**config.mk**
```make
export PLATFORM = sky130hd
export DESIGN_NAME = mvna_fifo
export DESIGN_NICKNAME = d
export VERILOG_FILES = /design/src/hw/rtl/mvna_fifo.sv
export SDC_FILE = /design/constraint.sdc
export NUM_CORES = 1
export LEC_CHECK = 0
export BUFFER_PORTS_ARGS = -buffer_cell sky130_fd_sc_hd__buf_2
export CORE_MARGIN = 2
export CORE_UTILIZATION = 48
export DETAILED_ROUTE_END_ITERATION = 10
export PLACE_DENSITY = 0.86
export SYNTH_ARGS = -nofsm -noshare
export SYNTH_HDL_FRONTEND = slang
export SYNTH_SLANG_ARGS = --single-unit
```
**constraint.sdc**
```tcl
create_clock -name clk -period 1.8 [get_ports clk]
set_clock_uncertainty 0.05 [all_clocks]
set_input_delay 0.18 -clock clk [delete_from_list [all_inputs] [get_ports clk]]
set_output_delay 0.18 -clock clk [all_outputs]
set_load 0.05 [all_outputs]
```
**src/hw/rtl/mvna_fifo.sv**
```systemverilog
// Two-entry queue used between the front end, the back end and the result port.
// Depends on nothing.
module mvna_fifo #(
    parameter int WIDTH = 8
) (
    input  logic             clk,
    input  logic             rst_n,
    input  logic             push,
    output logic             full,
    input  logic [WIDTH-1:0] din,
    input  logic             pop,
    output logic             empty,
    output logic [WIDTH-1:0] dout
);

    logic [WIDTH-1:0] data_reg [2];
    logic             wp_reg;
    logic             rp_reg;
    logic [1:0]       cnt_reg;
    logic             do_push;
    logic             do_pop;

    assign full    = (cnt_reg == 2'd2);
    assign empty   = (cnt_reg == 2'd0);
    assign dout    = data_reg[rp_reg];
    assign do_push = push && !full;
    assign do_pop  = pop && !empty;

    always_ff @(posedge clk or negedge rst_n)
    begin
        if (!rst_n)
        begin
            wp_reg  <= 1'b0;
            rp_reg  <= 1'b0;
            cnt_reg <= 2'd0;
        end
        else
        begin
            if (do_push)
                wp_reg <= !wp_reg;
            if (do_pop)
                rp_reg <= !rp_reg;
            if (do_push && !do_pop)
                cnt_reg <= cnt_reg + 2'd1;
            else if (do_pop && !do_push)
                cnt_reg <= cnt_reg - 2'd1;
        end
    end

    always_ff @(posedge clk)
    begin
        if (do_push)
            data_reg[wp_reg] <= din;
    end

endmodule

```
# == Word level (Yosys, flattened, before mapping) ==
# Memories as Yosys holds them, arrays and structs flattened.
# Cells that the tools add are included.
# totals
mem_bits_ro,0
mem_bits_rw,16
latch_bits,0
in_bits,12
out_inout_bits,10
n_memories,1
reg_bits,4
wordCells,23
# memory_table
name,depth,word_bits,rd,rd_ports_with_merged_regs,wr,line,rtl
data_reg,2,8,1,0,1,16,logic [WIDTH-1:0] data_reg [2];
# op_classes
n_eq_ne,1
div_mod_pow,0
shift,0
magnitude_cmp,0
n_mux,4
n_bitwise,0
reduce_logical,12
n_addsub,2
mul,0
# op_table
op,n
zero test 1 bit,6
logical AND 1 bit,4
two-way mux 2 bit,2
adder 2 x 1 -> 2 bit (second input constant),1
== test 2 bit (second input constant),1
zero test 2 bit,1
two-way mux 1 bit,2
nonzero test 2 bit,1
subtractor 2 x 1 -> 2 bit (second input constant),1

# == Depth between registers and ports, before layout ==
# Gate-level depths: netlist of the first run.
# logic_depth
depth_word,7
mapped_depth,7
ltp_nobuf,7

# == Least setup slack after synthesis of the first run ==
# Ideal clock, no wire load.
# synth_path
path_kind,register to register
startpoint,register cnt_reg[0]
endpoint,memory data_reg[0][0] (enable)
stages_incl_launch_ff,4
n_path_buf,0
arrival_ns,1.022
period_less_slack_ns,1.442
setup_time_ns,0.370
setup_slack_ns,0.358
cell_sequence,dfrtp_1 > nand2b_1 > nand2_2 > nor2_1
# synth_via
elab_chain_cells,5
# synth_lines
element,line,rtl
from (decl),19,logic [1:0] cnt_reg;
from (signal assigned),44,cnt_reg <= cnt_reg + 2'd1;
from (signal assigned),46,cnt_reg <= cnt_reg - 2'd1;
== test 2 bit,23,assign full = (cnt_reg == 2'd2);
zero test 1 bit,26,assign do_push = push && !full;
logical AND 1 bit,26,
two-way mux 1 bit,52,if (do_push)
two-way mux 1 bit (not written as such),53,data_reg[wp_reg] <= din;
to (decl),16,
# No other way between the ends.

# == Final worst setup path of the first run ==
# layout_path
startpoint,register rp_reg
endpoint,output port dout[7]
# layout_via
elab_chain_cells,1
# layout_lines
element,line,rtl
from (decl),18,logic rp_reg;
from (signal assigned),42,rp_reg <= !rp_reg;
memory (2 x 8 bit),-,
to (decl),13,output logic [WIDTH-1:0] dout
# No other way between the ends.

==> summary.md, run 1 <==
| Metric | Value |
|---|---|
| Drt via density | `4.99` |
| Fmax | `slightly below 600 MHz` |
| CTS H-tree depth | `1` |
| Port bufs | `21` |
| Share of the synthesized area in the top cell type | `0.614` |
| Rows | `14` |
| Adder-cell share of the synthesized area | `0.0160` |
| Top cells by area, synth | `edfxtp_1 (61%), dfrtp_1 (13%), mux2_1 (8.6%)` |
| Largest family of logic cells by synthesized area | `multiplexers` |
| Ys flop type | `edfxtp_1` |
| Pin count of the biggest net entering global routing | `11` |
| VDD IR max | `1.01 mV` |
| FF+latch count, synth | `20` |
| Placed cells | `between 80 and 90` |
| Mapped Cells | `44` |
| Logic pwr share | `0.458` |
| Root buffer cell | `clkbuf_4` |
| Total power | `1.74 mW` |
| Max-Cap Viols | `0` |
| Mapped Nets | `57` |
| Min setup slack post-route | `0.0987 ns` |
| Hpwl dp | `about 830 um` |
| Slew Viols, Final | `0` |
| HP Start | `din[5]` |
| Most frequent cell after synthesis | `edfxtp_1` |
| # setup viols final | `0` |
| Synth area leader | `edfxtp_1` |
| All-layer global routing usage | `0.135` |
| Ant. Diodes | `0` |
| Via Count | `424` |
| Vias in the first global route | `425` |
| Synth Cell Area | `782 um2` |
| P_int | `0.973 mW` |
| Cts bufs inserted | `3` |
| CP Data Required Time | `1.57 ns` |
| Initial DRT Pass Iterations | `3` |
| Final nets | `84` |
| Post-CTS setup buffers | `0` |
| P&R area growth vs syn | `20.5%` |
| Most instantiated cells after synthesis | `edfxtp_1 (16), mux2_1 (6), dfrtp_1 (4)` |
| Cell area power density | `1840 nW/um2` |
| Clock sinks | `20` |
| Worst r2r src | `cnt_reg[0]` |
| Yosys Warn Count | `0` |
| Final Hold Fails | `0` |
| Final RePlAce weighted congestion | `0.612` |
| Final ANT Viol Nets | `0` |
| Switching part of the total | `0.439` |
| Max clock buf depth | `2` |
| Post-synth EDFFs | `16` |
| Count of cell types in the netlist | `15` |
| Sum of negative setup slack | `0 ns` |
| TritonCTS clock tree | `yes` |
| CP Launch Type | `flop` |
| Fin cells | `85` |
| Clock Power Share | `0.110` |
| P_leak | `0.397 nW` |
| Critical path class | `flop to output port` |
| Synth Area in XOR/XNOR | `0.0656` |
| Initial antenna violation count | `0` |
| WL/cell | `13.0 um` |
| Reg clk slew, reported paths | `0.10 ns` |
| CP Capture Type | `output port` |
| Synth Area in Compound Gates | `0.00640` |
| Simple-gate share of the synthesized area | `0.0384` |
| Worst min path class | `input pin to flop` |
| Die Wd | `44.4 um` |
| Initial DRC Count | `5` |
| Sequential area share after synthesis | `0.742` |
| Flop pwr share | `0.432` |
| WP data arrival | `1.47 ns` |
| Chip Height | `between 40 and 50 um` |
| Fin crit period | `between 1.5 and 2 ns` |
| CORE AREA | `1520 um2` |
| Run status | `finished clean` |
| Share of cells above drive strength 1 | `0.420` |
| Post-Route WL | `roughly 1100 um` |
| Critical path origin | `rp_reg` |
| Area of the die | `1970 um2` |
| I/O pin count | `22` |
| Post-Place Worst Slack | `0.244 ns` |
| Relative slew slack | `0.729` |
| Worst-path fanout max | `9` |
| Net Sw Power | `~0.76 mW` |
| DRC viols | `0` |
| Clock Latency Late Sink | `0.28 ns` |
| Synthesized area per cell | `17.8 um2` |
| Starting Density | `0.513` |
| RSZ-0062 raised after global routing | `false` |
| Slew @ Worst Pin | `0.407 ns` |
| Post-synthesis async set-or-reset flop share | `0.200` |
| First-pass GRT wire length | `1860 um` |
| Mux contribution to synthesized area | `0.115` |
| Hold_ws | `0.0321 ns` |
| Fin crit share | `0.945` |
| Max FFs per register | `16` |
| GRT Residual Overflow | `0` |
[kinds of logic after synthesis]
family | after synthesis
multiplexers | 8
AND/OR/NAND/NOR | 6
XOR/XNOR | 5
AO/OA/AOI/OAI | 1
buffers and inverters | 3
flip-flops | 20
adder cells (fa/ha/maj) | 1
[metrics by stage]
step            util  area, um2
2_1_floorplan      -        782
3_3_place_gp   0.597        910
3_5_place_dp   0.597        910
4_1_cts        0.618        942
5_1_grt        0.618        942
6_report       0.618        942
[path summary, 6_finish.rpt]
| check | to | slack (ns) | cells after the start |
|---|---|---|---|
| max reg2reg | cnt_reg[1] | 0.25 | 6 |
| min reg2reg | wp_reg | 0.48 | 1 |
| max | dout[7] | 0.1 | 2 |
| min | data_reg[1][5] | 0.03 | 1 |
| max in group asynchronous | cnt_reg[1] | 1.41 | 2 |
| min in group asynchronous | cnt_reg[0] | 0.17 | 2 |
[critical path: stages, from the launching register on]
cell     delay [ns]
dfrtp_1        0.60
mux2_2         0.38
buf_2          0.21
[final cells by class]
| cell class | instances | area [um2] |
|---|---|---|
| fillers | 118 | 582 |
| flip-flops and latches | 20 | 581 |
| multi-input cells | 21 | 189 |
| repair buffers | 23 | 123 |
| clock buffers | 3 | 22.5 |
| well taps | 16 | 20.0 |
| inverters | 2 | 7.51 |
[repair_timing]
| action | 4_1_cts | 5_1_grt |
|---|---|---|
| gates resized for setup | 0 | 0 |
| hold buffers | 1 | 0 |
| hold endpoints to repair | 4 | 0 |
[cell usage in the layout, fill, tap and decap left out, drive strengths merged]
cell type and instances:
dfrtp 4, and3 1, buf 22, o21ai 1
nand2b 1, nand2 1, mux2 8, clkbuf 3
xor2 2, ha 1, nor2 3, xnor2 3
edfxtp 16, dlygate4sd3 1, inv 2
[power by group through the flow]
| stage | combinational (mW) | clock [mW] | sequential [mW] |
|---|---|---|---|
| finish | 0.796 | 0.191 | 0.749 |
| global route | 0.843 | 0.212 | 0.770 |
| CTS | 0.806 | 0.201 | 0.752 |
| detailed placement | 0.804 | 0 | 0.760 |
| global placement | 0.785 | 0 | 0.750 |
| floorplan | 0.684 | 0 | 0.705 |
[layer usage]
metal,GRT usage,wire [um]
met1,0.168,493
met2,0.238,519
met3,0.0408,91
met4,0.0182,0
met5,0,0
(Power assumes the default switching activity.)
==> inputs of run 2 (changes only) <==
==> config.mk (replaced) <==
export PLATFORM = sky130hd
export DESIGN_NAME = mvna_fifo
export DESIGN_NICKNAME = d
export VERILOG_FILES = /design/src/hw/rtl/mvna_fifo.sv
export SDC_FILE = /design/constraint.sdc
export NUM_CORES = 1
export LEC_CHECK = 0
export ABC_AREA = 1
export BUFFER_PORTS_ARGS = -buffer_cell sky130_fd_sc_hd__buf_2
export CORE_UTILIZATION = 49
export DETAILED_ROUTE_END_ITERATION = 10
export PLACE_DENSITY = 0.87
export SLEW_MARGIN = 20
export SYNTH_ARGS = -nofsm -noshare
export SYNTH_HDL_FRONTEND = slang
export SYNTH_SLANG_ARGS = --single-unit
==> run 2 against run 1 <==
First-iteration DRC count up 80%. Combinational power grew 13%. Fmax up 3.4%.
==> summary.md, run 2 <==
| Metric | Value |
|---|---|
| Yosys Warn Count | `0 (unchanged)` |
| Clock sinks | `20 (unchanged)` |
| Worst R2R Path Depth | `6 (unchanged)` |
| Root buffer cell | `clkbuf_4` |
| Most common cell after layout, fill and taps aside | `nand2_1` |
| Cts bufs inserted | `3 (unchanged)` |
| Max clock buf depth | `2 (unchanged)` |
| Worst-path fanout max | `10 (+1)` |
| P&R area growth vs syn | `20.2%` |
| Multi-input logic area | `194 um2 (+2.6%)` |
| Run status | `finished clean` |
| Clock Latency Late Sink | `0.29 ns (about the same)` |
| Max FFs per register | `16 (unchanged)` |
| Relative slew slack | `0.761 (+0.0325)` |
| Post-synth EDFFs | `16 (unchanged)` |
| Cell area power density | `1900 nW/um2 (+3.0%)` |
| Final RePlAce weighted congestion | `0.781 (+28%)` |
| Die Wd | `42.6 um (-3.9%)` |
| Ant. Diodes | `0 (unchanged)` |
| Share of cells above drive strength 1 | `0.283 (-0.137)` |
| Vias in the first global route | `512 (+20%)` |
| Rows | `14 (unchanged)` |
| Drt via density | `4.83 (-3.3%)` |
| Hold path endpoint | `data_reg[1][7]` |
| Reg-to-reg endpoint | `cnt_reg[1]` |
| Synthesized area per cell | `11.1 um2 (-38%)` |
| Chip Height | `42.6 um (-3.9%)` |
| Pin count of the biggest net entering global routing | `12 (+1)` |
| Slew @ Worst Pin | `0.358 ns (-0.0488 ns)` |
| Worst min path class | `input pin to flop` |
| Final Hold Fails | `0 (unchanged)` |
| Post-CTS Resized | `0 (unchanged)` |
| Ys flop type | `edfxtp_1` |
| DP Area | `937 um2 (+3.0%)` |
| Register-to-register path setup slack | `0.35 ns (+0.10 ns)` |
| Sum of negative setup slack | `0 ns (unchanged)` |
| Post-CTS setup buffers | `0 (unchanged)` |
| Port bufs | `21 (unchanged)` |
| Post-synthesis async set-or-reset flop share | `0.200 (unchanged)` |
| Final ANT Viol Nets | `0 (unchanged)` |
| Reg clk slew, reported paths | `0.11 ns (about the same)` |
| Initial DRC Count | `9 (+4)` |
| Max-Cap Viols | `0 (unchanged)` |
| CTS H-tree depth | `1 (unchanged)` |
| Critical path class | `flop to output port` |
| Hpwl dp | `937 um (+12%)` |
| TritonCTS clock tree | `yes` |
| Final nets | `113 (+35%)` |
| Initial antenna violation count | `0 (unchanged)` |
| Count of cell types in the netlist | `14 (-1)` |
| Fin crit period | `1.64 ns (-0.0567 ns)` |
| # fillers | `118 (unchanged)` |
| Synth Cell Area | `810 um2 (+3.5%)` |
| WL/cell | `11.4 um (-13%)` |
| All-layer global routing usage | `0.162 (+0.0273)` |
| DRC viols | `0 (unchanged)` |
| Starting Density | `0.531 (+0.0181)` |
| Hold_ws | `0.0178 ns (-0.0143 ns)` |
| Most frequent cell after synthesis | `nand2_1` |
| Worst r2r src | `cnt_reg[0]` |
| Post-layout util | `0.639 (+0.0205)` |
| Initial DRT Pass Iterations | `4 (+1)` |
| HP Start | `din[7]` |
| Fmax | `608 MHz (+3.4%)` |
| Slew Viols, Final | `0 (unchanged)` |
| Post-Route WL | `1310 um (+18%)` |
| Mapped Cells | `73 (+66%)` |
| # setup viols final | `0 (unchanged)` |
| P_leak | `0.469 nW (+18%)` |
| CP Launch Type | `flop` |
| Most frequent cells in the layout | `nand2_1 (33), buf_2 (21), edfxtp_1 (16)` |
| RSZ-0062 raised after global routing | `false` |
| Sequential cell area | `581 um2 (unchanged)` |
| Fin area | `973 um2 (+3.3%)` |
| CORE AREA | `1520 um2 (unchanged)` |
| Share of the synthesized area in the top cell type | `0.594 (-0.0209)` |
| Synth area leader | `edfxtp_1` |
| CP Data Required Time | `1.57 ns (about the same)` |
| Area of the die | `1820 um2 (-7.6%)` |
| I/O pin count | `22 (unchanged)` |
| GRT Residual Overflow | `0 (unchanged)` |
| Most instantiated cells after synthesis | `nand2_1 (33), edfxtp_1 (16), inv_1 (7)` |
| Mapped Nets | `86 (+51%)` |
| FF+latch count, synth | `20 (unchanged)` |
| Sequential area share after synthesis | `0.717 (-0.0252)` |
| VDD IR max | `1.04 mV (+3.1%)` |
| Fin crit share | `0.914 (-0.0315)` |
| WP data arrival | `1.41 ns (-0.06 ns)` |
| First-pass GRT wire length | `2130 um (+14%)` |
| Top cells by area, synth | `edfxtp_1 (59%), nand2_1 (15%), dfrtp_1 (12%)` |
| Post-cts hold buffer count | `1 (unchanged)` |
| Hold path cells | `1 (unchanged)` |
| CP Capture Type | `output port` |
| Via Count | `555 (+31%)` |
-- run 2: worst max-delay path: stages, from the launching register on --
cell and delay [ns]:
dfrtp_1 0.52, inv_2 0.20, nand2_1 0.08, nand2_1 0.07
buf_2 0.26
-- run 2: cell type report --
class / instances / share of cell area
clock buffer: 3 / 0.0231
timing repair buffer: 23 / 0.126
tap: 16 / 0.0206
clock inverter: 1 / 0.00386
inverter: 8 / 0.0308
sequential: 20 / 0.596
multi-input combinational: 44 / 0.199
-- run 2: layer usage --
layer	up-vias	routed length (um)	track usage
li1	289	-	-
met1	248	616	0.218
met2	18	641	0.258
met3	0	48	0.0388
met4	0	0	0.0563
met5	-	0	0
-- run 2: cells by family (layout without fill, tap and decap cells) --
logic type               after synthesis  after routing  synth area share
flip-flops                            20             20             0.717
XOR/XNOR                               1              1            0.0108
buffers and inverters                  9             35            0.0433
AND/OR/NAND/NOR                       40             40             0.201
AO/OA/AOI/OAI                          2              2            0.0124
adder cells (fa/ha/maj)                1              1            0.0155
-- run 2: per-stage QoR --
step	setup WS (ns)	power (mW)	std cells
floorplan	0.0925	1.44	73
global placement	0.379	1.63	110
detailed placement	0.362	1.65	110
CTS	0.155	1.86	115
global route	0.0924	1.96	115
finish	0.155	1.85	115
-- run 2: worst max-delay path by stage --
| stage | start | end | slack [ns] | cells after the start |
|---|---|---|---|---|
| final | rp_reg | dout[1] | 0.16 | 4 |
| after global routing | rp_reg | dout[1] | 0.09 | 4 |
| after CTS | rp_reg | dout[1] | 0.15 | 4 |
| after detailed placement | cnt_reg[0] | cnt_reg[1] | 0.36 | 6 |
| after global placement | cnt_reg[0] | cnt_reg[1] | 0.38 | 6 |
| after floorplan | cnt_reg[0] | cnt_reg[1] | 0.09 | 7 |
-- run 2: power breakdown --
| part | internal [mW] | total, mW | switching, mW |
|---|---|---|---|
| registers | 0.642 | 0.735 | 0.0930 |
| logic | 0.217 | 0.903 | 0.686 |
| clock network | 0.0805 | 0.209 | 0.128 |
| total | 0.939 | 1.85 | 0.907 |
==> inputs of run 3 (changes only) <==
==> config.mk (replaced) <==
export PLATFORM = sky130hd
export DESIGN_NAME = mvna_fifo
export DESIGN_NICKNAME = d
export VERILOG_FILES = /design/src/hw/rtl/mvna_fifo.sv
export SDC_FILE = /design/constraint.sdc
export NUM_CORES = 1
export LEC_CHECK = 0
export BUFFER_PORTS_ARGS = -buffer_cell sky130_fd_sc_hd__buf_2
export CORE_UTILIZATION = 48
export DETAILED_ROUTE_END_ITERATION = 10
export PLACE_DENSITY = 0.86
export SLEW_MARGIN = 20
export SYNTH_ARGS = -nofsm -noshare
export SYNTH_HDL_FRONTEND = slang
export SYNTH_SLANG_ARGS = --single-unit
export TNS_END_PERCENT = 100
==> constraint.sdc (replaced) <==
create_clock -name clk -period 1.8 [get_ports clk]
set_clock_uncertainty 0.05 [all_clocks]
set_input_delay 0.18 -clock clk [delete_from_list [all_inputs] [get_ports clk]]
set_output_delay 0.18 -clock clk [all_outputs]
set_load 0.02 [all_outputs]
==> run 3 against run 2 <==
Critical path depth down 2. Worst setup slack lost 0.0042 ns. Die area shrank 1.3%. Final area is 0.77% lower. Final cell count shrank 23%. Sequential share of layout area is 0.46 points higher. Non-clock buffer count up 2. Largest power group is now sequential cells.
==> summary.md, run 3 (same netlist as run 1, synthesis figures left out) <==
| Metric | Value |
|---|---|
| Hold path endpoint | `data_reg[0][1]` |
| Final RePlAce weighted congestion | `0.642 (-18%)` |
| Worst r2r src | `cnt_reg[0]` |
| Rows | `14 (unchanged)` |
| Final nets | `86 (-24%)` |
| Initial DRT Pass Iterations | `4 (unchanged)` |
| First-pass GRT wire length | `1780 um (-16%)` |
| Hold path cells | `1 (unchanged)` |
| # fillers | `124 (+5.1%)` |
| Final ANT Viol Nets | `0 (unchanged)` |
| CP Data Required Time | `1.57 ns (about the same)` |
| HP Start | `din[1]` |
| WL/cell | `13.1 um (+15%)` |
| Initial DRC Count | `2 (-7)` |
| Via Count | `437 (-21%)` |
| Fin crit share | `0.916 (+0.00235)` |
| Slew @ Worst Pin | `0.403 ns (+0.0453 ns)` |
| RSZ-0062 raised after global routing | `false` |
| Slew Viols, Final | `0 (unchanged)` |
| P_leak | `0.407 nW (-13%)` |
| Post-cts hold buffer count | `1 (unchanged)` |
| Relative slew slack | `0.731 (-0.0302)` |
| Placed cells | `81 (-26%)` |
| GR peak layer | `met2` |
| Clock sinks | `20 (unchanged)` |
| Fin cells | `88 (-23%)` |
| Post-CTS setup buffers | `0 (unchanged)` |
| Run status | `finished clean` |
| Pin count of the biggest net entering global routing | `12 (unchanged)` |
| Starting Density | `0.519 (-0.0121)` |
| DP Area | `910 um2 (-2.9%)` |
| Chip Height | `42.4 um (-0.67%)` |
| Max clock buf depth | `2 (unchanged)` |
| Worst min path class | `input pin to flop` |
| Die Wd | `42.4 um (-0.67%)` |
| Critical path class | `flop to output port` |
| VDD IR max | `0.804 mV (-23%)` |
| Initial antenna violation count | `0 (unchanged)` |
| GRT Residual Overflow | `0 (unchanged)` |
| Fin area | `966 um2 (-0.77%)` |
| Max FFs per register | `16 (unchanged)` |
| Sequential cell area | `581 um2 (unchanged)` |
| GR met3 Demand/Resource | `0.0603 (+0.0216)` |
| TritonCTS clock tree | `yes` |
| DRC viols | `0 (unchanged)` |
| Clock Latency Late Sink | `0.28 ns (about the same)` |
| Share of cells above drive strength 1 | `0.403 (+0.120)` |
| Cts bufs inserted | `3 (unchanged)` |
| Worst R2R Path Depth | `7 (+1)` |
| Area of the die | `1790 um2 (-1.3%)` |
| Most common cell after layout, fill and taps aside | `buf_2` |
| Multi-input logic area | `189 um2 (-2.6%)` |
| Drt via density | `4.97 (+2.9%)` |
| Post-Route WL | `1150 um (-12%)` |
| WP data arrival | `1.42 ns (about the same)` |
| CP Launch Type | `flop` |
| Register-to-register path setup slack | `0.23 ns (-0.12 ns)` |
| CTS H-tree depth | `1 (unchanged)` |
| Worst-path fanout max | `9 (-1)` |
| Ant. Diodes | `0 (unchanged)` |
| Post-layout util | `0.641 (+0.00244)` |
| Met1 usage | `0.173 (-0.0452)` |
| Sum of negative setup slack | `0 ns (unchanged)` |
| Cell area power density | `1570 nW/um2 (-17%)` |
| Final Hold Fails | `0 (unchanged)` |
| Fin crit period | `1.65 ns (+0.00423 ns)` |
| Reg clk slew, reported paths | `0.10 ns (about the same)` |
| Max-Cap Viols | `0 (unchanged)` |
| CP Capture Type | `output port` |
| P&R area growth vs syn | `23.5%` |
| Fmax | `606 MHz (-0.26%)` |
| Vias in the first global route | `412 (-20%)` |
| Most frequent cells in the layout | `buf_2 (21), edfxtp_1 (16), mux2_1 (6)` |
| Hpwl dp | `819 um (-13%)` |
| I/O pin count | `22 (unchanged)` |
| Post-CTS Resized | `0 (unchanged)` |
| GR Util met2 | `0.225 (-0.0330)` |
| Port bufs | `21 (unchanged)` |
| Reg-to-reg endpoint | `cnt_reg[1]` |
| Root buffer cell | `clkbuf_4` |
| CORE AREA | `1510 um2 (-1.1%)` |
| All-layer global routing usage | `0.142 (-0.0199)` |
| # setup viols final | `0 (unchanged)` |
run 3: report_power, final:
group	switching [mW]	total (mW)	internal, mW
Clock	0.119	0.199	0.0804
Combinational	0.316	0.568	0.252
Sequential	0.0995	0.746	0.646
run 3: critical path: stages, from the launching register on:
cell     delay [ns]
dfrtp_1        0.58
mux2_2         0.40
buf_2          0.16
run 3: cell type report:
class | count | area share
Sequential cell | 20 | 0.601
Multi-Input combinational cell | 21 | 0.196
Timing Repair Buffer | 25 | 0.148
Clock buffer | 3 | 0.0233
Tap cell | 16 | 0.0207
Inverter | 2 | 0.00777
Clock inverter | 1 | 0.00389
run 3: worst max-delay path by stage:
stage,startpoint,end,slack (ns),cells after the start
5_1_grt,rp_reg,dout[5],0.07,2
3_5_place_dp,cnt_reg[0],cnt_reg[1],0.23,7
2_1_floorplan,cnt_reg[0],data_reg[0][0],0.36,3
6_report,rp_reg,dout[5],0.15,2
3_3_place_gp,cnt_reg[0],cnt_reg[1],0.30,7
4_1_cts,rp_reg,dout[5],0.12,2
run 3: routing by layer:
layer  share of wire  routed length (um)  vias up
met5               0                   0        -
met4               0                   0        0
met3           0.054                  62        0
met2            0.54                 619       14
met1            0.41                 467      210
li1                -                   -      213
run 3: per-stage QoR:
stage          hold WS, ns  power (mW)  setup slack [ns]
5_1_grt            0.00309        1.62            0.0675
2_1_floorplan       -0.166        1.15             0.358
4_1_cts             0.0154        1.53             0.125
6_report            0.0250        1.51             0.151
3_3_place_gp       -0.0612        1.30             0.301
3_5_place_dp       -0.0595        1.32             0.234
