==> src/hw/rtl/mvna_pkg.sv <==
// Shared types and codes for the mesh vertex normal accumulator.
// Used by the top, front end, back end and normalizer; depends on nothing.
package mvna_pkg;

    localparam int IDX_W  = 10;
    localparam int POS_W  = 16;
    localparam int NRM_W  = 16;
    localparam int CNT_W  = 11;
    // Wide enough for a cross product of two 17-bit edges and a 24-bit sum.
    localparam int VEC_W  = 36;
    localparam int SUM_W  = 24;

    localparam logic [1:0] OP_LOAD   = 2'd0;
    localparam logic [1:0] OP_FACE   = 2'd1;
    localparam logic [1:0] OP_READ   = 2'd2;
    // The last operation code is not assigned and is answered as out of range.
    localparam logic [1:0] OP_UNUSED = 2'd3;

    localparam logic [1:0] ST_OK    = 2'd0;
    localparam logic [1:0] ST_RANGE = 2'd1;
    localparam logic [1:0] ST_DEGEN = 2'd2;

    typedef struct packed {
        logic [1:0]              operation;
        logic [IDX_W-1:0]        index_a;
        logic [IDX_W-1:0]        index_b;
        logic [IDX_W-1:0]        index_c;
        logic signed [POS_W-1:0] pos_x;
        logic signed [POS_W-1:0] pos_y;
        logic signed [POS_W-1:0] pos_z;
    } mvna_in_t;

    typedef struct packed {
        logic signed [NRM_W-1:0] normal_x;
        logic signed [NRM_W-1:0] normal_y;
        logic signed [NRM_W-1:0] normal_z;
        logic [1:0]              status;
    } mvna_out_t;

    // Classified command handed from the front end to the back end.
    typedef struct packed {
        logic                    bad;
        logic [1:0]              operation;
        logic [IDX_W-1:0]        index_a;
        logic [IDX_W-1:0]        index_b;
        logic [IDX_W-1:0]        index_c;
        logic signed [POS_W-1:0] pos_x;
        logic signed [POS_W-1:0] pos_y;
        logic signed [POS_W-1:0] pos_z;
    } mvna_cmd_t;

endpackage

==> src/hw/rtl/mvna_front.sv <==
// Front end: takes input items, checks indices and the operation code.
// Depends on mvna_pkg; feeds the command queue.
module mvna_front #(
    parameter int VERTEX_DEPTH = 1024
) (
    input  logic                              clk,
    input  logic                              rst_n,
    input  logic                              push,
    output logic                              full,
    input  mvna_pkg::mvna_in_t                item,
    input  logic [mvna_pkg::CNT_W-1:0]        vertex_count,
    output logic                              cmd_push,
    input  logic                              cmd_full,
    output mvna_pkg::mvna_cmd_t               cmd
);

    localparam int LIM_W = 17;

    logic                valid_reg;
    mvna_pkg::mvna_cmd_t cmd_reg;
    logic [LIM_W-1:0]    lim;
    logic                ok_a;
    logic                ok_b;
    logic                ok_c;
    logic                bad;
    logic                accept;

    assign full     = valid_reg && cmd_full;
    assign accept   = push && !full;
    assign cmd_push = valid_reg && !cmd_full;
    assign cmd      = cmd_reg;

    always_comb
    begin
        if (LIM_W'(vertex_count) < LIM_W'(VERTEX_DEPTH))
            lim = LIM_W'(vertex_count);
        else
            lim = LIM_W'(VERTEX_DEPTH);
        ok_a = LIM_W'(item.index_a) < lim;
        ok_b = LIM_W'(item.index_b) < lim;
        ok_c = LIM_W'(item.index_c) < lim;
        case (item.operation)
            mvna_pkg::OP_LOAD: bad = !ok_a;
            mvna_pkg::OP_READ: bad = !ok_a;
            mvna_pkg::OP_FACE: bad = !(ok_a && ok_b && ok_c);
            default:           bad = 1'b1;
        endcase
    end

    always_ff @(posedge clk or negedge rst_n)
    begin
        if (!rst_n)
            valid_reg <= 1'b0;
        else if (accept)
            valid_reg <= 1'b1;
        else if (cmd_push)
            valid_reg <= 1'b0;
    end

    always_ff @(posedge clk)
    begin
        if (accept)
        begin
            cmd_reg.bad       <= bad;
            cmd_reg.operation <= item.operation;
            cmd_reg.index_a   <= item.index_a;
            cmd_reg.index_b   <= item.index_b;
            cmd_reg.index_c   <= item.index_c;
            cmd_reg.pos_x     <= item.pos_x;
            cmd_reg.pos_y     <= item.pos_y;
            cmd_reg.pos_z     <= item.pos_z;
        end
    end

endmodule

==> config.mk <==
export PLATFORM = sky130hd
export DESIGN_NAME = mvna_front
export DESIGN_NICKNAME = d
export VERILOG_FILES = /design/src/hw/rtl/mvna_pkg.sv /design/src/hw/rtl/mvna_front.sv
export SDC_FILE = /design/constraint.sdc
export NUM_CORES = 1
export LEC_CHECK = 0
export ABC_AREA = 1
export BUFFER_PORTS_ARGS = -buffer_cell sky130_fd_sc_hd__buf_2
export CAP_MARGIN = 5
export CORE_MARGIN = 8
export CORE_UTILIZATION = 40
export DETAILED_ROUTE_END_ITERATION = 7
export PLACE_DENSITY = 0.76
export SYNTH_ARGS = -nofsm -noshare
export SYNTH_HDL_FRONTEND = slang
export SYNTH_SLANG_ARGS = --single-unit
==> constraint.sdc <==
create_clock -name clk -period 4.3 [get_ports clk]
set_clock_uncertainty 0.1 [all_clocks]
set_input_delay 0.86 -clock clk [delete_from_list [all_inputs] [get_ports clk]]
set_output_delay 0.86 -clock clk [all_outputs]
set_load 0.05 [all_outputs]
After elaboration in Yosys (flattened, before gate mapping) --
Index checks and enable logic that the tools add are counted.
Storage, ports and cells: bits in registers 82, word-level logic and storage cells 31, input bits 95, output and inout port bits 83
Operators by class: equal/unequal tests 2, mux-type cells 4, magnitude comparators 4, reductions and logical operators 12
Operators with widths (count):
- $lt 10x17->1 | 3
- $lt 11x11->1 const B | 1
- $mux 11 | 1
- $logic_and 1x1->1 | 5
- $logic_not 1->1 | 4
- $eq 2x1->1 const B | 1
- $eq 2x2->1 const B | 1
- $logic_not 2->1 | 1
- $mux 1 | 2
- $pmux 1 s2 | 1
- $reduce_bool 2->1 | 1
- $reduce_or 2->1 | 1

Logic depth before layout (Yosys ltp) --
Gate-level depths: netlist of the first run.
depth in word-level cells 7, depth in mapped cells 14

Least setup slack after synthesis of the first run --
OpenSTA, ideal clock, no wires.
kind input to register, start input cmd_full, end register cmd_reg, in the netlist cmd[0] (enable), setup time 521 ps, required time 3679 ps, slack -921 ps, stages on the path 3, arrival 4600 ps, buffers on the path 0, path through nand2_1 inv_1 nor2_1
Between the ends: word-level cells in the longest chain between the ends 3
RTL lines:
- from (decl) | line mvna_front.sv:13 | input logic cmd_full,
- $logic_and 1x1->1 | line mvna_front.sv:28 | assign full = valid_reg && cmd_full;
- net full | line mvna_front.sv:9 | output logic full,
- $logic_not 1->1 | line mvna_front.sv:29 | assign accept = push && !full;
- $logic_and 1x1->1 | line mvna_front.sv:29
- net accept | line mvna_front.sv:26 | logic accept;
- to (decl) | line mvna_front.sv:20 | mvna_pkg::mvna_cmd_t cmd_reg;
The timed path passes the listed nets, and every way through them passes these cells. A chain may end at the register's enable or synchronous reset.

Worst setup path in the final report of the first run --
start input cmd_full, end output full
Between the ends: word-level cells in the longest chain between the ends 1
RTL lines (line):
- $logic_and 1x1->1 | mvna_front.sv:28
- to (decl) | mvna_front.sv:9
No other way between the ends.

==> flow_summary.html, run 1 <==
<table>
<tr><th>Metric</th><th>Value</th></tr>
<tr><th colspan="2">Global route</th></tr>
<tr><td>Number of antenna violations at the first check in global routing</td><td>0</td></tr>
<tr><td>Vias in the first global route</td><td>2407</td></tr>
<tr><td>GRT Residual Overflow</td><td>0</td></tr>
<tr><td>GR Util All Layers</td><td>15.62%</td></tr>
<tr><td>Pin count of the biggest net entering global routing</td><td>64</td></tr>
<tr><td>Wire length of the first global-routing pass</td><td>13.25 mm</td></tr>
<tr><th colspan="2">Logic synthesis</th></tr>
<tr><td>Count of distinct cell types in the synthesized netlist</td><td>18</td></tr>
<tr><td>Mapped Area</td><td>0.003233 mm²</td></tr>
<tr><td>Per-instance average area after synthesis</td><td>15.25 µm²</td></tr>
<tr><td>Library cell occupying the most area in the post-synthesis netlist</td><td>edfxtp_1</td></tr>
<tr><td>Share of the synthesized area in the top cell type</td><td>75.23%</td></tr>
<tr><td>Mux contribution to synthesized area</td><td>0%</td></tr>
<tr><td>Synthesis-stage register bit count</td><td>82</td></tr>
<tr><td>Dominant cells by area after synthesis</td><td>edfxtp_1, ha_1, nand2_1</td></tr>
<tr><td>Mapped Cells</td><td>212</td></tr>
<tr><td>Largest family of logic cells by synthesized area</td><td>adder cells</td></tr>
<tr><td>Adder-Cell Fraction of Synth Area</td><td>10.45%</td></tr>
<tr><td>Yosys warning count</td><td>0</td></tr>
<tr><td>Xor/xnor share of the synthesized area</td><td>0%</td></tr>
<tr><td>Area fraction in and, or, nand and nor cells after synthesis</td><td>9.752%</td></tr>
<tr><td>Post-synthesis sequential area ratio</td><td>76.01%</td></tr>
<tr><td>Synthesized-area fraction occupied by ao, oa, aoi and oai cells</td><td>1.896%</td></tr>
<tr><td>Synth Net Count</td><td>334</td></tr>
<tr><th colspan="2">Worst setup path</th></tr>
<tr><td>Req. time, crit path</td><td>3340 ps</td></tr>
<tr><td>Launch point of the worst path</td><td>cmd_full</td></tr>
<tr><td>Critical setup path kind</td><td>input port to primary output</td></tr>
<tr><td>Critical register-to-register path endpoint</td><td>cmd[19]$_DFFE_PP_</td></tr>
<tr><td>Worst reg2reg path startpoint</td><td>valid_reg$_DFFE_PN0P_</td></tr>
<tr><td>Crit Path Max Fanout</td><td>2</td></tr>
<tr><td>Register-to-register setup slack</td><td>2490 ps</td></tr>
<tr><td>Critical path arrival</td><td>1390 ps</td></tr>
<tr><td>Worst Setup Start Kind</td><td>input port</td></tr>
<tr><td>Worst Reg2Reg Path Length in Cells</td><td>4</td></tr>
<tr><td>Element type at the critical path end</td><td>primary output</td></tr>
<tr><th colspan="2">Power</th></tr>
<tr><td>Power Dens Cells</td><td>402.0 mW/mm²</td></tr>
<tr><td>Portion of total power attributed to sequential cells</td><td>52.6%</td></tr>
<tr><td>Internal Dissipation</td><td>1237 µW</td></tr>
<tr><td>Static Leak</td><td>0.002037 µW</td></tr>
<tr><td>Combinational fraction of design power</td><td>19.1%</td></tr>
<tr><td>Clock power share</td><td>28.4%</td></tr>
<tr><td>IR Drop Worst-Case VDD</td><td>0.1439 mV</td></tr>
<tr><td>Switching power as a share of total power</td><td>30.80%</td></tr>
<tr><td>Reported net switching power</td><td>550.5 µW</td></tr>
<tr><th colspan="2">Timing</th></tr>
<tr><td>Unrepaired setup endpoints after global routing</td><td>false</td></tr>
<tr><td>Least-Margin Pin Slew</td><td>578.0 ps</td></tr>
<tr><td>Max-slew headroom at the worst pin</td><td>61.37%</td></tr>
<tr><td>Final worst path period need</td><td>2349 ps</td></tr>
<tr><td>Sum Neg Setup Slack</td><td>0 ps</td></tr>
<tr><td>Fmax achieved</td><td>425.7 MHz</td></tr>
<tr><td>Number of hold violations in the final report</td><td>0</td></tr>
<tr><td>Post-route fraction of the period consumed by the critical path</td><td>54.63%</td></tr>
<tr><td>Final setup violation count</td><td>0</td></tr>
<tr><td>Worst hold margin</td><td>167.7 ps</td></tr>
<tr><td>Number of slew-limit violations in the final report</td><td>0</td></tr>
<tr><th colspan="2">Routing</th></tr>
<tr><td>Length of routed met2 wiring</td><td>4.406 mm</td></tr>
<tr><td>DRT Wirelength</td><td>8.879 mm</td></tr>
<tr><td>DR DRC count</td><td>0</td></tr>
<tr><td>DRC violation total after the first TritonRoute iteration</td><td>183</td></tr>
<tr><td>Routed met1 length</td><td>3.376 mm</td></tr>
<tr><td>DR WL met3</td><td>929 µm</td></tr>
<tr><td>Number of vias per cell</td><td>4.566</td></tr>
<tr><td>DR top layer</td><td>met4</td></tr>
<tr><td>Detailed-routing iteration count for the pre-antenna-repair pass</td><td>4</td></tr>
<tr><td>Routed Antenna Nets</td><td>0</td></tr>
<tr><td>Vias after detailed routing</td><td>2315</td></tr>
<tr><td>WL/cell</td><td>17.51 µm</td></tr>
<tr><th colspan="2">Place</th></tr>
<tr><td>Routability congestion estimate</td><td>0.8551</td></tr>
<tr><td>I/O Buffers</td><td>177</td></tr>
<tr><td>Half-perimeter wire length after placement</td><td>7.326 mm</td></tr>
<tr><th colspan="2">Final layout</th></tr>
<tr><td>Area of combinational cells with multiple inputs</td><td>721.9 µm²</td></tr>
<tr><td>Max FFs per register</td><td>81</td></tr>
<tr><td>Final Net Count</td><td>522</td></tr>
<tr><td>Leading cell type in the layout, fill and taps excluded</td><td>buf_2</td></tr>
<tr><td>Layout cell share with drive strength beyond 1</td><td>49.14%</td></tr>
<tr><td>Synthesis-to-finish area growth</td><td>37.54%</td></tr>
<tr><td>Commonest cells after routing, fill and taps aside</td><td>buf_2, edfxtp_1, nand2_1</td></tr>
<tr><td>Area taken by flip-flops and latches</td><td>0.002457 mm²</td></tr>
<tr><td>Fill cell instance count of the final layout</td><td>660</td></tr>
<tr><td>Ant. Diodes</td><td>0</td></tr>
<tr><th colspan="2">Floorplan</th></tr>
<tr><td>Std-Cell Rows</td><td>32</td></tr>
<tr><td>Boundary Pins</td><td>178</td></tr>
<tr><td>Floorplan core area</td><td>0.007767 mm²</td></tr>
<tr><td>Die Footprint</td><td>0.01122 mm²</td></tr>
<tr><td>Effective utilization at floorplan</td><td>41.62%</td></tr>
<tr><td>Floorplan die width</td><td>105.9 µm</td></tr>
<tr><td>Height of the die</td><td>105.9 µm</td></tr>
<tr><th colspan="2">Clock network</th></tr>
<tr><td>Clock input transition at the sequential cells of the worst setup and hold paths</td><td>80 ps</td></tr>
<tr><td>CTS Buffer Depth</td><td>2</td></tr>
<tr><td>H-tree depth</td><td>3</td></tr>
<tr><td>CTS resizes</td><td>0</td></tr>
<tr><td>Number of buffers inserted by post-CTS setup repair</td><td>0</td></tr>
<tr><td>Insertion delay to the later sink of the worst-skew pair</td><td>340 ps</td></tr>
<tr><td>TritonCTS clock tree</td><td>done</td></tr>
<tr><td>Cts bufs inserted</td><td>9</td></tr>
<tr><td>Total clock sinks</td><td>82</td></tr>
<tr><td>Cell at the root of the clock tree</td><td>clkbuf_8</td></tr>
<tr><td>Number of hold-repair buffers added at the cts stage</td><td>0</td></tr>
<tr><th colspan="2">Min path</th></tr>
<tr><td>Type of the worst min-delay path</td><td>input port to async pin</td></tr>
<tr><th colspan="2">Run</th></tr>
<tr><td>Max-capacitance violation count</td><td>0</td></tr>
<tr><th colspan="2">Run status</th></tr>
<tr><td>Outcome</td><td>finished clean</td></tr>
</table>
Yosys cell counts:
cell	instances
nand3b_1	1
nand3_2	1
ha_1	27
a21o_1	3
a21oi_1	6
nand3_1	4
nor3_1	1
nand2_2	1
nor2_1	17
inv_2	1
nor2_2	1
edfxtp_1	81
nand4_1	2
dfrtp_1	1
o21ai_2	1
buf_2	1
nand2_1	49
inv_1	14
power by group through the flow:
stage	sequential [µW]	clock, µW	combinational, µW
3_5_place_dp	959	0	344
3_3_place_gp	957	0	338
5_1_grt	944	552	366
4_1_cts	940	520	344
6_report	940	507	341
2_1_floorplan	1110	0	77.8
cells by family after synthesis:
logic type / after synthesis
adders and majority gates: 27
and+or+nand+nor: 77
DFF: 82
AOI/OAI and AO/OA: 10
buffers and inverters: 16
routing by layer:
layer	track usage [%]	vias to the layer above
li1	-	1136
met1	16.56	1036
met2	26.81	132
met3	6.220	11
met4	7.136	0
met5	0	-
through the flow:
stage,setup slack [ps],util [%],area [µm²],std cells,total power [µW]
2_1_floorplan,455.5,-,3236,212,1188
3_3_place_gp,1663,54.96,4269,491,1295
3_5_place_dp,1630,54.96,4269,491,1302
4_1_cts,1947,57.25,4447,507,1805
5_1_grt,1868,57.25,4447,507,1862
6_report,1951,57.25,4447,507,1788
worst max-delay path, stage by stage:
cell     delay (ps)
buf_2            90
nand2_1          60
inv_1           100
buf_2           280
worst max-delay path by stage:
stage / to / slack [ps]
after global placement: cmd[80]$_DFFE_PP_ / 1660
after global routing: full / 1870
after floorplan: cmd[0]$_DFFE_PP_ / 460
after CTS: full / 1950
after detailed placement: cmd[80]$_DFFE_PP_ / 1630
final: full / 1950
layout make-up:
type / instances / area share, %
sequential: 82 / 55.26
timing repair buffer: 178 / 20.37
multi-input combinational: 114 / 16.24
clock buffer: 10 / 2.870
tap: 102 / 2.870
inverter: 15 / 1.266
clock inverter: 6 / 1.125
No activity file was read; power rests on OpenSTA's default activity.
==> run 2: changes to the inputs <==
Settings changed: CORE_UTILIZATION 40 to 44, PLACE_DENSITY 0.76 to 0.79.
Clock period 4.3 ns to 2.45 ns, I/O delays scaled along.
==> run 2 against run 1 <==
Against the previous run:
- via count increased by 1.4%
- wire length decreased by 0.59%
- die area down 7.7%
- global-route usage increased by 1.2 points
- total power is 81% higher
- worst hold slack better by 36 ps
- register-to-register slack worse by 1500 ps
- critical endpoint is now cmd[80]$_DFFE_PP_
- largest power group unchanged
==> flow_summary.html, run 2 (synthesis results as in run 1) <==
<table>
<tr><th>Metric</th><th>Value</th></tr>
<tr><th colspan="2">Timing</th></tr>
<tr><td>Unrepaired setup endpoints after global routing</td><td>false</td></tr>
<tr><td>Number of hold violations in the final report</td><td>0</td></tr>
<tr><td>Number of slew-limit violations in the final report</td><td>0</td></tr>
<tr><td>Final worst path period need</td><td>1899 ps</td></tr>
<tr><td>Final setup violation count</td><td>0</td></tr>
<tr><td>Fmax achieved</td><td>526.6 MHz</td></tr>
<tr><td>Post-route fraction of the period consumed by the critical path</td><td>77.51%</td></tr>
<tr><td>Sum Neg Setup Slack</td><td>0 ps</td></tr>
<tr><td>Max-slew headroom at the worst pin</td><td>78.17%</td></tr>
<tr><td>Least-Margin Pin Slew</td><td>327.5 ps</td></tr>
<tr><th colspan="2">Run status</th></tr>
<tr><td>Outcome</td><td>finished clean</td></tr>
<tr><th colspan="2">Floorplan</th></tr>
<tr><td>Floorplan die width</td><td>101.7 µm</td></tr>
<tr><td>Boundary Pins</td><td>178</td></tr>
<tr><td>Height of the die</td><td>101.7 µm</td></tr>
<tr><td>Effective utilization at floorplan</td><td>45.06%</td></tr>
<tr><td>Std-Cell Rows</td><td>31</td></tr>
<tr><td>Die Footprint</td><td>0.01035 mm²</td></tr>
<tr><td>Floorplan core area</td><td>0.007176 mm²</td></tr>
<tr><th colspan="2">Run</th></tr>
<tr><td>Max-capacitance violation count</td><td>0</td></tr>
<tr><th colspan="2">Clock network</th></tr>
<tr><td>H-tree depth</td><td>3</td></tr>
<tr><td>Clock input transition at the sequential cells of the worst setup and hold paths</td><td>90 ps</td></tr>
<tr><td>Number of hold-repair buffers added at the cts stage</td><td>1</td></tr>
<tr><td>TritonCTS clock tree</td><td>done</td></tr>
<tr><td>Cts bufs inserted</td><td>9</td></tr>
<tr><td>Insertion delay to the later sink of the worst-skew pair</td><td>350 ps</td></tr>
<tr><td>CTS resizes</td><td>0</td></tr>
<tr><td>Cell at the root of the clock tree</td><td>clkbuf_8</td></tr>
<tr><td>Number of buffers inserted by post-CTS setup repair</td><td>0</td></tr>
<tr><td>CTS Buffer Depth</td><td>2</td></tr>
<tr><td>Total clock sinks</td><td>82</td></tr>
<tr><th colspan="2">Global route</th></tr>
<tr><td>Number of antenna violations at the first check in global routing</td><td>1</td></tr>
<tr><td>Wire length of the first global-routing pass</td><td>12.69 mm</td></tr>
<tr><td>Pin count of the biggest net entering global routing</td><td>54</td></tr>
<tr><td>GR Util All Layers</td><td>16.86%</td></tr>
<tr><td>Vias in the first global route</td><td>2421</td></tr>
<tr><td>GRT Residual Overflow</td><td>0</td></tr>
<tr><th colspan="2">Worst setup path</th></tr>
<tr><td>Worst reg2reg path startpoint</td><td>valid_reg$_DFFE_PN0P_</td></tr>
<tr><td>Register-to-register setup slack</td><td>1030 ps</td></tr>
<tr><td>Crit Path Max Fanout</td><td>15</td></tr>
<tr><td>Worst Reg2Reg Path Length in Cells</td><td>4</td></tr>
<tr><td>Worst Setup Start Kind</td><td>input port</td></tr>
<tr><td>Critical register-to-register path endpoint</td><td>cmd[10]$_DFFE_PP_</td></tr>
<tr><td>Critical setup path kind</td><td>input port to register</td></tr>
<tr><td>Critical path arrival</td><td>1920 ps</td></tr>
<tr><td>Element type at the critical path end</td><td>register</td></tr>
<tr><td>Req. time, crit path</td><td>2470 ps</td></tr>
<tr><th colspan="2">Routing</th></tr>
<tr><td>Vias after detailed routing</td><td>2347</td></tr>
<tr><td>DRC violation total after the first TritonRoute iteration</td><td>132</td></tr>
<tr><td>DR DRC count</td><td>0</td></tr>
<tr><td>DRT Wirelength</td><td>8.827 mm</td></tr>
<tr><td>Routed Antenna Nets</td><td>0</td></tr>
<tr><td>WL/cell</td><td>17.44 µm</td></tr>
<tr><td>Detailed-routing iteration count for the pre-antenna-repair pass</td><td>4</td></tr>
<tr><td>Number of vias per cell</td><td>4.638</td></tr>
<tr><th colspan="2">Min path</th></tr>
<tr><td>Type of the worst min-delay path</td><td>input port to register</td></tr>
<tr><td>Number of cells on the worst hold path</td><td>1</td></tr>
<tr><td>Worst Hold Endpoint</td><td>cmd[30]$_DFFE_PP_</td></tr>
<tr><td>Min-Delay Startpoint</td><td>item[30]</td></tr>
<tr><th colspan="2">Power</th></tr>
<tr><td>Static Leak</td><td>0.002059 µW</td></tr>
<tr><td>IR Drop Worst-Case VDD</td><td>0.3566 mV</td></tr>
<tr><td>Internal Dissipation</td><td>2273 µW</td></tr>
<tr><td>Portion of total power attributed to sequential cells</td><td>50.9%</td></tr>
<tr><td>Reported net switching power</td><td>966.0 µW</td></tr>
<tr><td>Total power after layout</td><td>3239 µW</td></tr>
<tr><td>Power Dens Cells</td><td>722.4 mW/mm²</td></tr>
<tr><td>Clock power share</td><td>30.6%</td></tr>
<tr><td>Switching power as a share of total power</td><td>29.83%</td></tr>
<tr><td>Combinational fraction of design power</td><td>18.5%</td></tr>
<tr><th colspan="2">Final layout</th></tr>
<tr><td>Commonest cells after routing, fill and taps aside</td><td>buf_2, edfxtp_1, nand2_1</td></tr>
<tr><td>Synthesis-to-finish area growth</td><td>38.66%</td></tr>
<tr><td>Layout cell share with drive strength beyond 1</td><td>49.39%</td></tr>
<tr><td>Ant. Diodes</td><td>0</td></tr>
<tr><td>Leading cell type in the layout, fill and taps excluded</td><td>buf_2</td></tr>
<tr><td>Max FFs per register</td><td>81</td></tr>
<tr><td>Final Net Count</td><td>524</td></tr>
<tr><th colspan="2">Place</th></tr>
<tr><td>I/O Buffers</td><td>177</td></tr>
<tr><td>Half-perimeter wire length after placement</td><td>7.238 mm</td></tr>
<tr><td>Routability congestion estimate</td><td>0.7777</td></tr>
</table>
==> run 2: critical path, cell delays in order <==
cell     delay, ps
buf_2          120
inv_2          220
nand2_1        150
ha_1           320
a21o_1         190
nor2_1         130
nand2_1         60
nand2_1         50
nand3_1         80
nand2_1         60
nand2_1         50
==> run 2: worst max-delay path by stage <==
| stage | startpoint | to | slack [ps] | cells after the start |
|---|---|---|---|---|
| after floorplan | cmd_full | cmd[0]$_DFFE_PP_ | -120 | 3 |
| after global placement | vertex_count[10] | cmd[80]$_DFFE_PP_ | 210 | 11 |
| after detailed placement | vertex_count[10] | cmd[80]$_DFFE_PP_ | 150 | 11 |
| after CTS | vertex_count[10] | cmd[80]$_DFFE_PP_ | 540 | 11 |
| after global routing | vertex_count[10] | cmd[80]$_DFFE_PP_ | 390 | 11 |
| final | vertex_count[10] | cmd[80]$_DFFE_PP_ | 550 | 11 |
==> run 2: power by group through the flow <==
stage	sequential [µW]	clock [µW]	combinational, µW
2_1_floorplan	1950	0	138
3_3_place_gp	1680	0	593
3_5_place_dp	1680	0	605
4_1_cts	1650	1010	608
5_1_grt	1660	1060	646
6_report	1650	989	600
==> run 2: routing by layer <==
metal | GRT usage (%) | vias to the layer above | part of all wire [%]
li1 | - | 1139 | -
met1 | 17.36 | 1077 | 36
met2 | 29.33 | 117 | 50
met3 | 7.285 | 12 | 12
met4 | 6.873 | 2 | 1.4
met5 | 0 | - | 0.15
==> run 2: cell type report <==
class	instances	area (µm²)
inverters	15	56.30
flip-flops and latches	82	2457
multi-input cells	114	721.9
clock inverters	7	76.32
fillers	548	2693
well taps	99	123.9
clock buffers	9	123.9
repair buffers	180	923.4
==> run 2: per-stage QoR <==
stage | utilization, % | cell area (µm²) | cells | hold WS [ps] | setup slack (ps)
2_1_floorplan | - | 3241 | 212 | 94.41 | -120.0
3_3_place_gp | 59.55 | 4273 | 489 | 165.7 | 210.1
3_5_place_dp | 59.55 | 4273 | 489 | 165.2 | 152.1
4_1_cts | 62.48 | 4483 | 506 | 184.1 | 542.5
5_1_grt | 62.48 | 4483 | 506 | 180.3 | 392.7
6_report | 62.48 | 4483 | 506 | 203.3 | 550.9
==> run 3: changes to the inputs <==
Clock period 2.45 ns to 1.9 ns, I/O delays scaled along.
==> run 3 against run 2 <==
Against the previous run:
- critical endpoint unchanged
- first-iteration DRC count up 7.6%
- via count is 0.38% higher
- wire length up 1.1%
- worst setup slack got worse by 400 ps
- combinational power up 32%
- count of clock-buffer cells in the layout unchanged
==> flow_summary.html, run 3 (synthesis results as in run 1) <==
<table>
<tr><th>Metric</th><th>Value</th></tr>
<tr><th colspan="2">Final layout</th></tr>
<tr><td>Final Net Count</td><td>530</td></tr>
<tr><td>Post-route cell area</td><td>0.004541 mm²</td></tr>
<tr><td>Max FFs per register</td><td>81</td></tr>
<tr><td>Ant. Diodes</td><td>0</td></tr>
<tr><td>Leading cell type in the layout, fill and taps excluded</td><td>buf_2</td></tr>
<tr><td>Layout cell share with drive strength beyond 1</td><td>50.12%</td></tr>
<tr><td>Fill cell instance count of the final layout</td><td>561</td></tr>
<tr><td>Number of standard cells in the layout, taps in and fillers out</td><td>512</td></tr>
<tr><td>Synthesis-to-finish area growth</td><td>40.44%</td></tr>
<tr><td>Commonest cells after routing, fill and taps aside</td><td>buf_2, edfxtp_1, nand2_1</td></tr>
<tr><th colspan="2">Clock network</th></tr>
<tr><td>Cell at the root of the clock tree</td><td>clkbuf_8</td></tr>
<tr><td>H-tree depth</td><td>3</td></tr>
<tr><td>TritonCTS clock tree</td><td>done</td></tr>
<tr><td>Clock input transition at the sequential cells of the worst setup and hold paths</td><td>90 ps</td></tr>
<tr><td>Insertion delay to the later sink of the worst-skew pair</td><td>340 ps</td></tr>
<tr><td>Total clock sinks</td><td>82</td></tr>
<tr><td>CTS Buffer Depth</td><td>2</td></tr>
<tr><td>Number of buffers inserted by post-CTS setup repair</td><td>0</td></tr>
<tr><td>Cts bufs inserted</td><td>9</td></tr>
<tr><th colspan="2">Timing</th></tr>
<tr><td>Number of slew-limit violations in the final report</td><td>0</td></tr>
<tr><td>Max-slew headroom at the worst pin</td><td>79.51%</td></tr>
<tr><td>Least-Margin Pin Slew</td><td>309.5 ps</td></tr>
<tr><td>Number of hold violations in the final report</td><td>0</td></tr>
<tr><td>Worst hold margin</td><td>103.2 ps</td></tr>
<tr><td>Final worst path period need</td><td>1750 ps</td></tr>
<tr><td>Unrepaired setup endpoints after global routing</td><td>false</td></tr>
<tr><td>Sum Neg Setup Slack</td><td>0 ps</td></tr>
<tr><td>Post-route fraction of the period consumed by the critical path</td><td>92.11%</td></tr>
<tr><td>Final worst setup slack</td><td>149.9 ps</td></tr>
<tr><td>Final setup violation count</td><td>0</td></tr>
<tr><td>Fmax achieved</td><td>571.4 MHz</td></tr>
<tr><th colspan="2">Worst setup path</th></tr>
<tr><td>Element type at the critical path end</td><td>register</td></tr>
<tr><td>Critical setup path kind</td><td>input port to register</td></tr>
<tr><td>Crit Path Max Fanout</td><td>12</td></tr>
<tr><td>Sequence of cells on the critical path</td><td>buf_2 &gt; inv_2 &gt; nand2_1 &gt; ha_1 &gt; a21o_1 &gt; nor2_1 &gt; nand2_1 &gt; nand2_1 &gt; nand3_1 &gt; nand2_1 &gt; nand2_1</td></tr>
<tr><td>Req. time, crit path</td><td>1920 ps</td></tr>
<tr><td>CP dominant cell by count</td><td>nand2_1</td></tr>
<tr><td>Worst Setup Start Kind</td><td>input port</td></tr>
<tr><td>Worst path slowest cell</td><td>ha_1</td></tr>
<tr><td>Buffers and inverters on the worst path</td><td>2</td></tr>
<tr><td>Critical path arrival</td><td>1770 ps</td></tr>
<tr><td>Top Family by Delay on Critical Path</td><td>simple AND/OR/NAND/NOR gates</td></tr>
<tr><td>CP max stage delay</td><td>320 ps</td></tr>
<tr><th colspan="2">Power</th></tr>
<tr><td>Static Leak</td><td>0.002092 µW</td></tr>
<tr><td>Power Dens Cells</td><td>923.7 mW/mm²</td></tr>
<tr><td>IR Drop Worst-Case VDD</td><td>0.3739 mV</td></tr>
<tr><th colspan="2">Routing</th></tr>
<tr><td>Routed Antenna Nets</td><td>0</td></tr>
<tr><td>WL/cell</td><td>17.43 µm</td></tr>
<tr><td>DRC violation total after the first TritonRoute iteration</td><td>142</td></tr>
<tr><td>DRT Wirelength</td><td>8.925 mm</td></tr>
<tr><td>Number of vias per cell</td><td>4.602</td></tr>
<tr><td>Detailed-routing iteration count for the pre-antenna-repair pass</td><td>4</td></tr>
<tr><td>Vias after detailed routing</td><td>2356</td></tr>
<tr><td>DR DRC count</td><td>0</td></tr>
<tr><th colspan="2">Global route</th></tr>
<tr><td>Vias in the first global route</td><td>2431</td></tr>
<tr><td>Layer carrying the most global-route usage</td><td>met2</td></tr>
<tr><td>GR Util All Layers</td><td>17.43%</td></tr>
<tr><td>Met1 Use GR</td><td>16.60%</td></tr>
<tr><td>M2 GR Usage</td><td>31.19%</td></tr>
<tr><td>Pin count of the biggest net entering global routing</td><td>50</td></tr>
<tr><td>Wire length of the first global-routing pass</td><td>13.11 mm</td></tr>
<tr><td>Met3 Track Usage GR</td><td>9.003%</td></tr>
<tr><td>GRT Residual Overflow</td><td>0</td></tr>
<tr><td>Number of antenna violations at the first check in global routing</td><td>0</td></tr>
<tr><th colspan="2">Place</th></tr>
<tr><td>Dpl cell area</td><td>0.004330 mm²</td></tr>
<tr><td>Half-perimeter wire length after placement</td><td>7.387 mm</td></tr>
<tr><td>Worst slack at placement</td><td>-234.2 ps</td></tr>
<tr><td>I/O Buffers</td><td>177</td></tr>
<tr><td>Routability congestion estimate</td><td>0.8656</td></tr>
<tr><td>Placed cells</td><td>495</td></tr>
<tr><th colspan="2">Min path</th></tr>
<tr><td>Type of the worst min-delay path</td><td>input port to register</td></tr>
<tr><th colspan="2">Run</th></tr>
<tr><td>Max-capacitance violation count</td><td>0</td></tr>
<tr><th colspan="2">Floorplan</th></tr>
<tr><td>Effective utilization at floorplan</td><td>45.06%</td></tr>
<tr><td>Floorplan core area</td><td>0.007176 mm²</td></tr>
<tr><td>Boundary Pins</td><td>178</td></tr>
<tr><td>Std-Cell Rows</td><td>31</td></tr>
<tr><td>Floorplan die width</td><td>101.7 µm</td></tr>
<tr><td>Height of the die</td><td>101.7 µm</td></tr>
<tr><td>Die Footprint</td><td>0.01035 mm²</td></tr>
<tr><th colspan="2">Run status</th></tr>
<tr><td>Outcome</td><td>finished clean</td></tr>
</table>
run 3: cell types whose count changed in the layout (fill, tap and decap cells not counted), sizes merged:
cell,before,now
buf,179,185
run 3: path summary, 6_finish.rpt:
kind | start | end | slack, ps | cells past startpoint
worst min-delay path | item[21] | cmd[21]$_DFFE_PP_ | 100 | 1
worst max-delay path | vertex_count[10] | cmd[80]$_DFFE_PP_ | 150 | 11
worst min register to register | valid_reg$_DFFE_PN0P_ | valid_reg$_DFFE_PN0P_ | 410 | 2
min in group asynchronous | rst_n | valid_reg$_DFFE_PN0P_ | 240 | 2
max in group asynchronous | rst_n | valid_reg$_DFFE_PN0P_ | 1380 | 2
worst max register to register | valid_reg$_DFFE_PN0P_ | cmd[27]$_DFFE_PP_ | 480 | 4
run 3: report_power, final:
group	internal [µW]	leakage, µW	total (µW)	switching (µW)
Combinational	222	0.00121	792	570
Clock	616	0.0000962	1270	658
Sequential	2110	0.000782	2130	21.7
run 3: layout make-up:
type                            count  area, µm²  area share (%)
Clock inverter                      7      76.32           1.681
Clock buffer                        9      123.9           2.728
Multi-Input combinational cell    114      721.9           15.90
Timing Repair Buffer              186      980.9           21.60
Inverter                           15      56.30           1.240
Tap cell                           99      123.9           2.728
Sequential cell                    82       2457           54.12
run 3: through the flow:
stage                     utilization (%)  total power (µW)
final                               63.28              4194
after global routing                63.28              4369
after CTS                           63.28              4240
after detailed placement            60.35              2969
after global placement              60.35              2950
after floorplan                         -              2688
run 3: timing repair:
action / in CTS / in global routing
resized for setup: 0 / 0
hold buffers: 1 / 0
hold endpoints to repair: 1 / 0
run 3: per-layer routing:
metal | part of all wire (%) | routed length [µm]
met1 | 34 | 3029
met2 | 52 | 4611
met3 | 13 | 1160
met4 | 1.4 | 123
met5 | 0 | 0
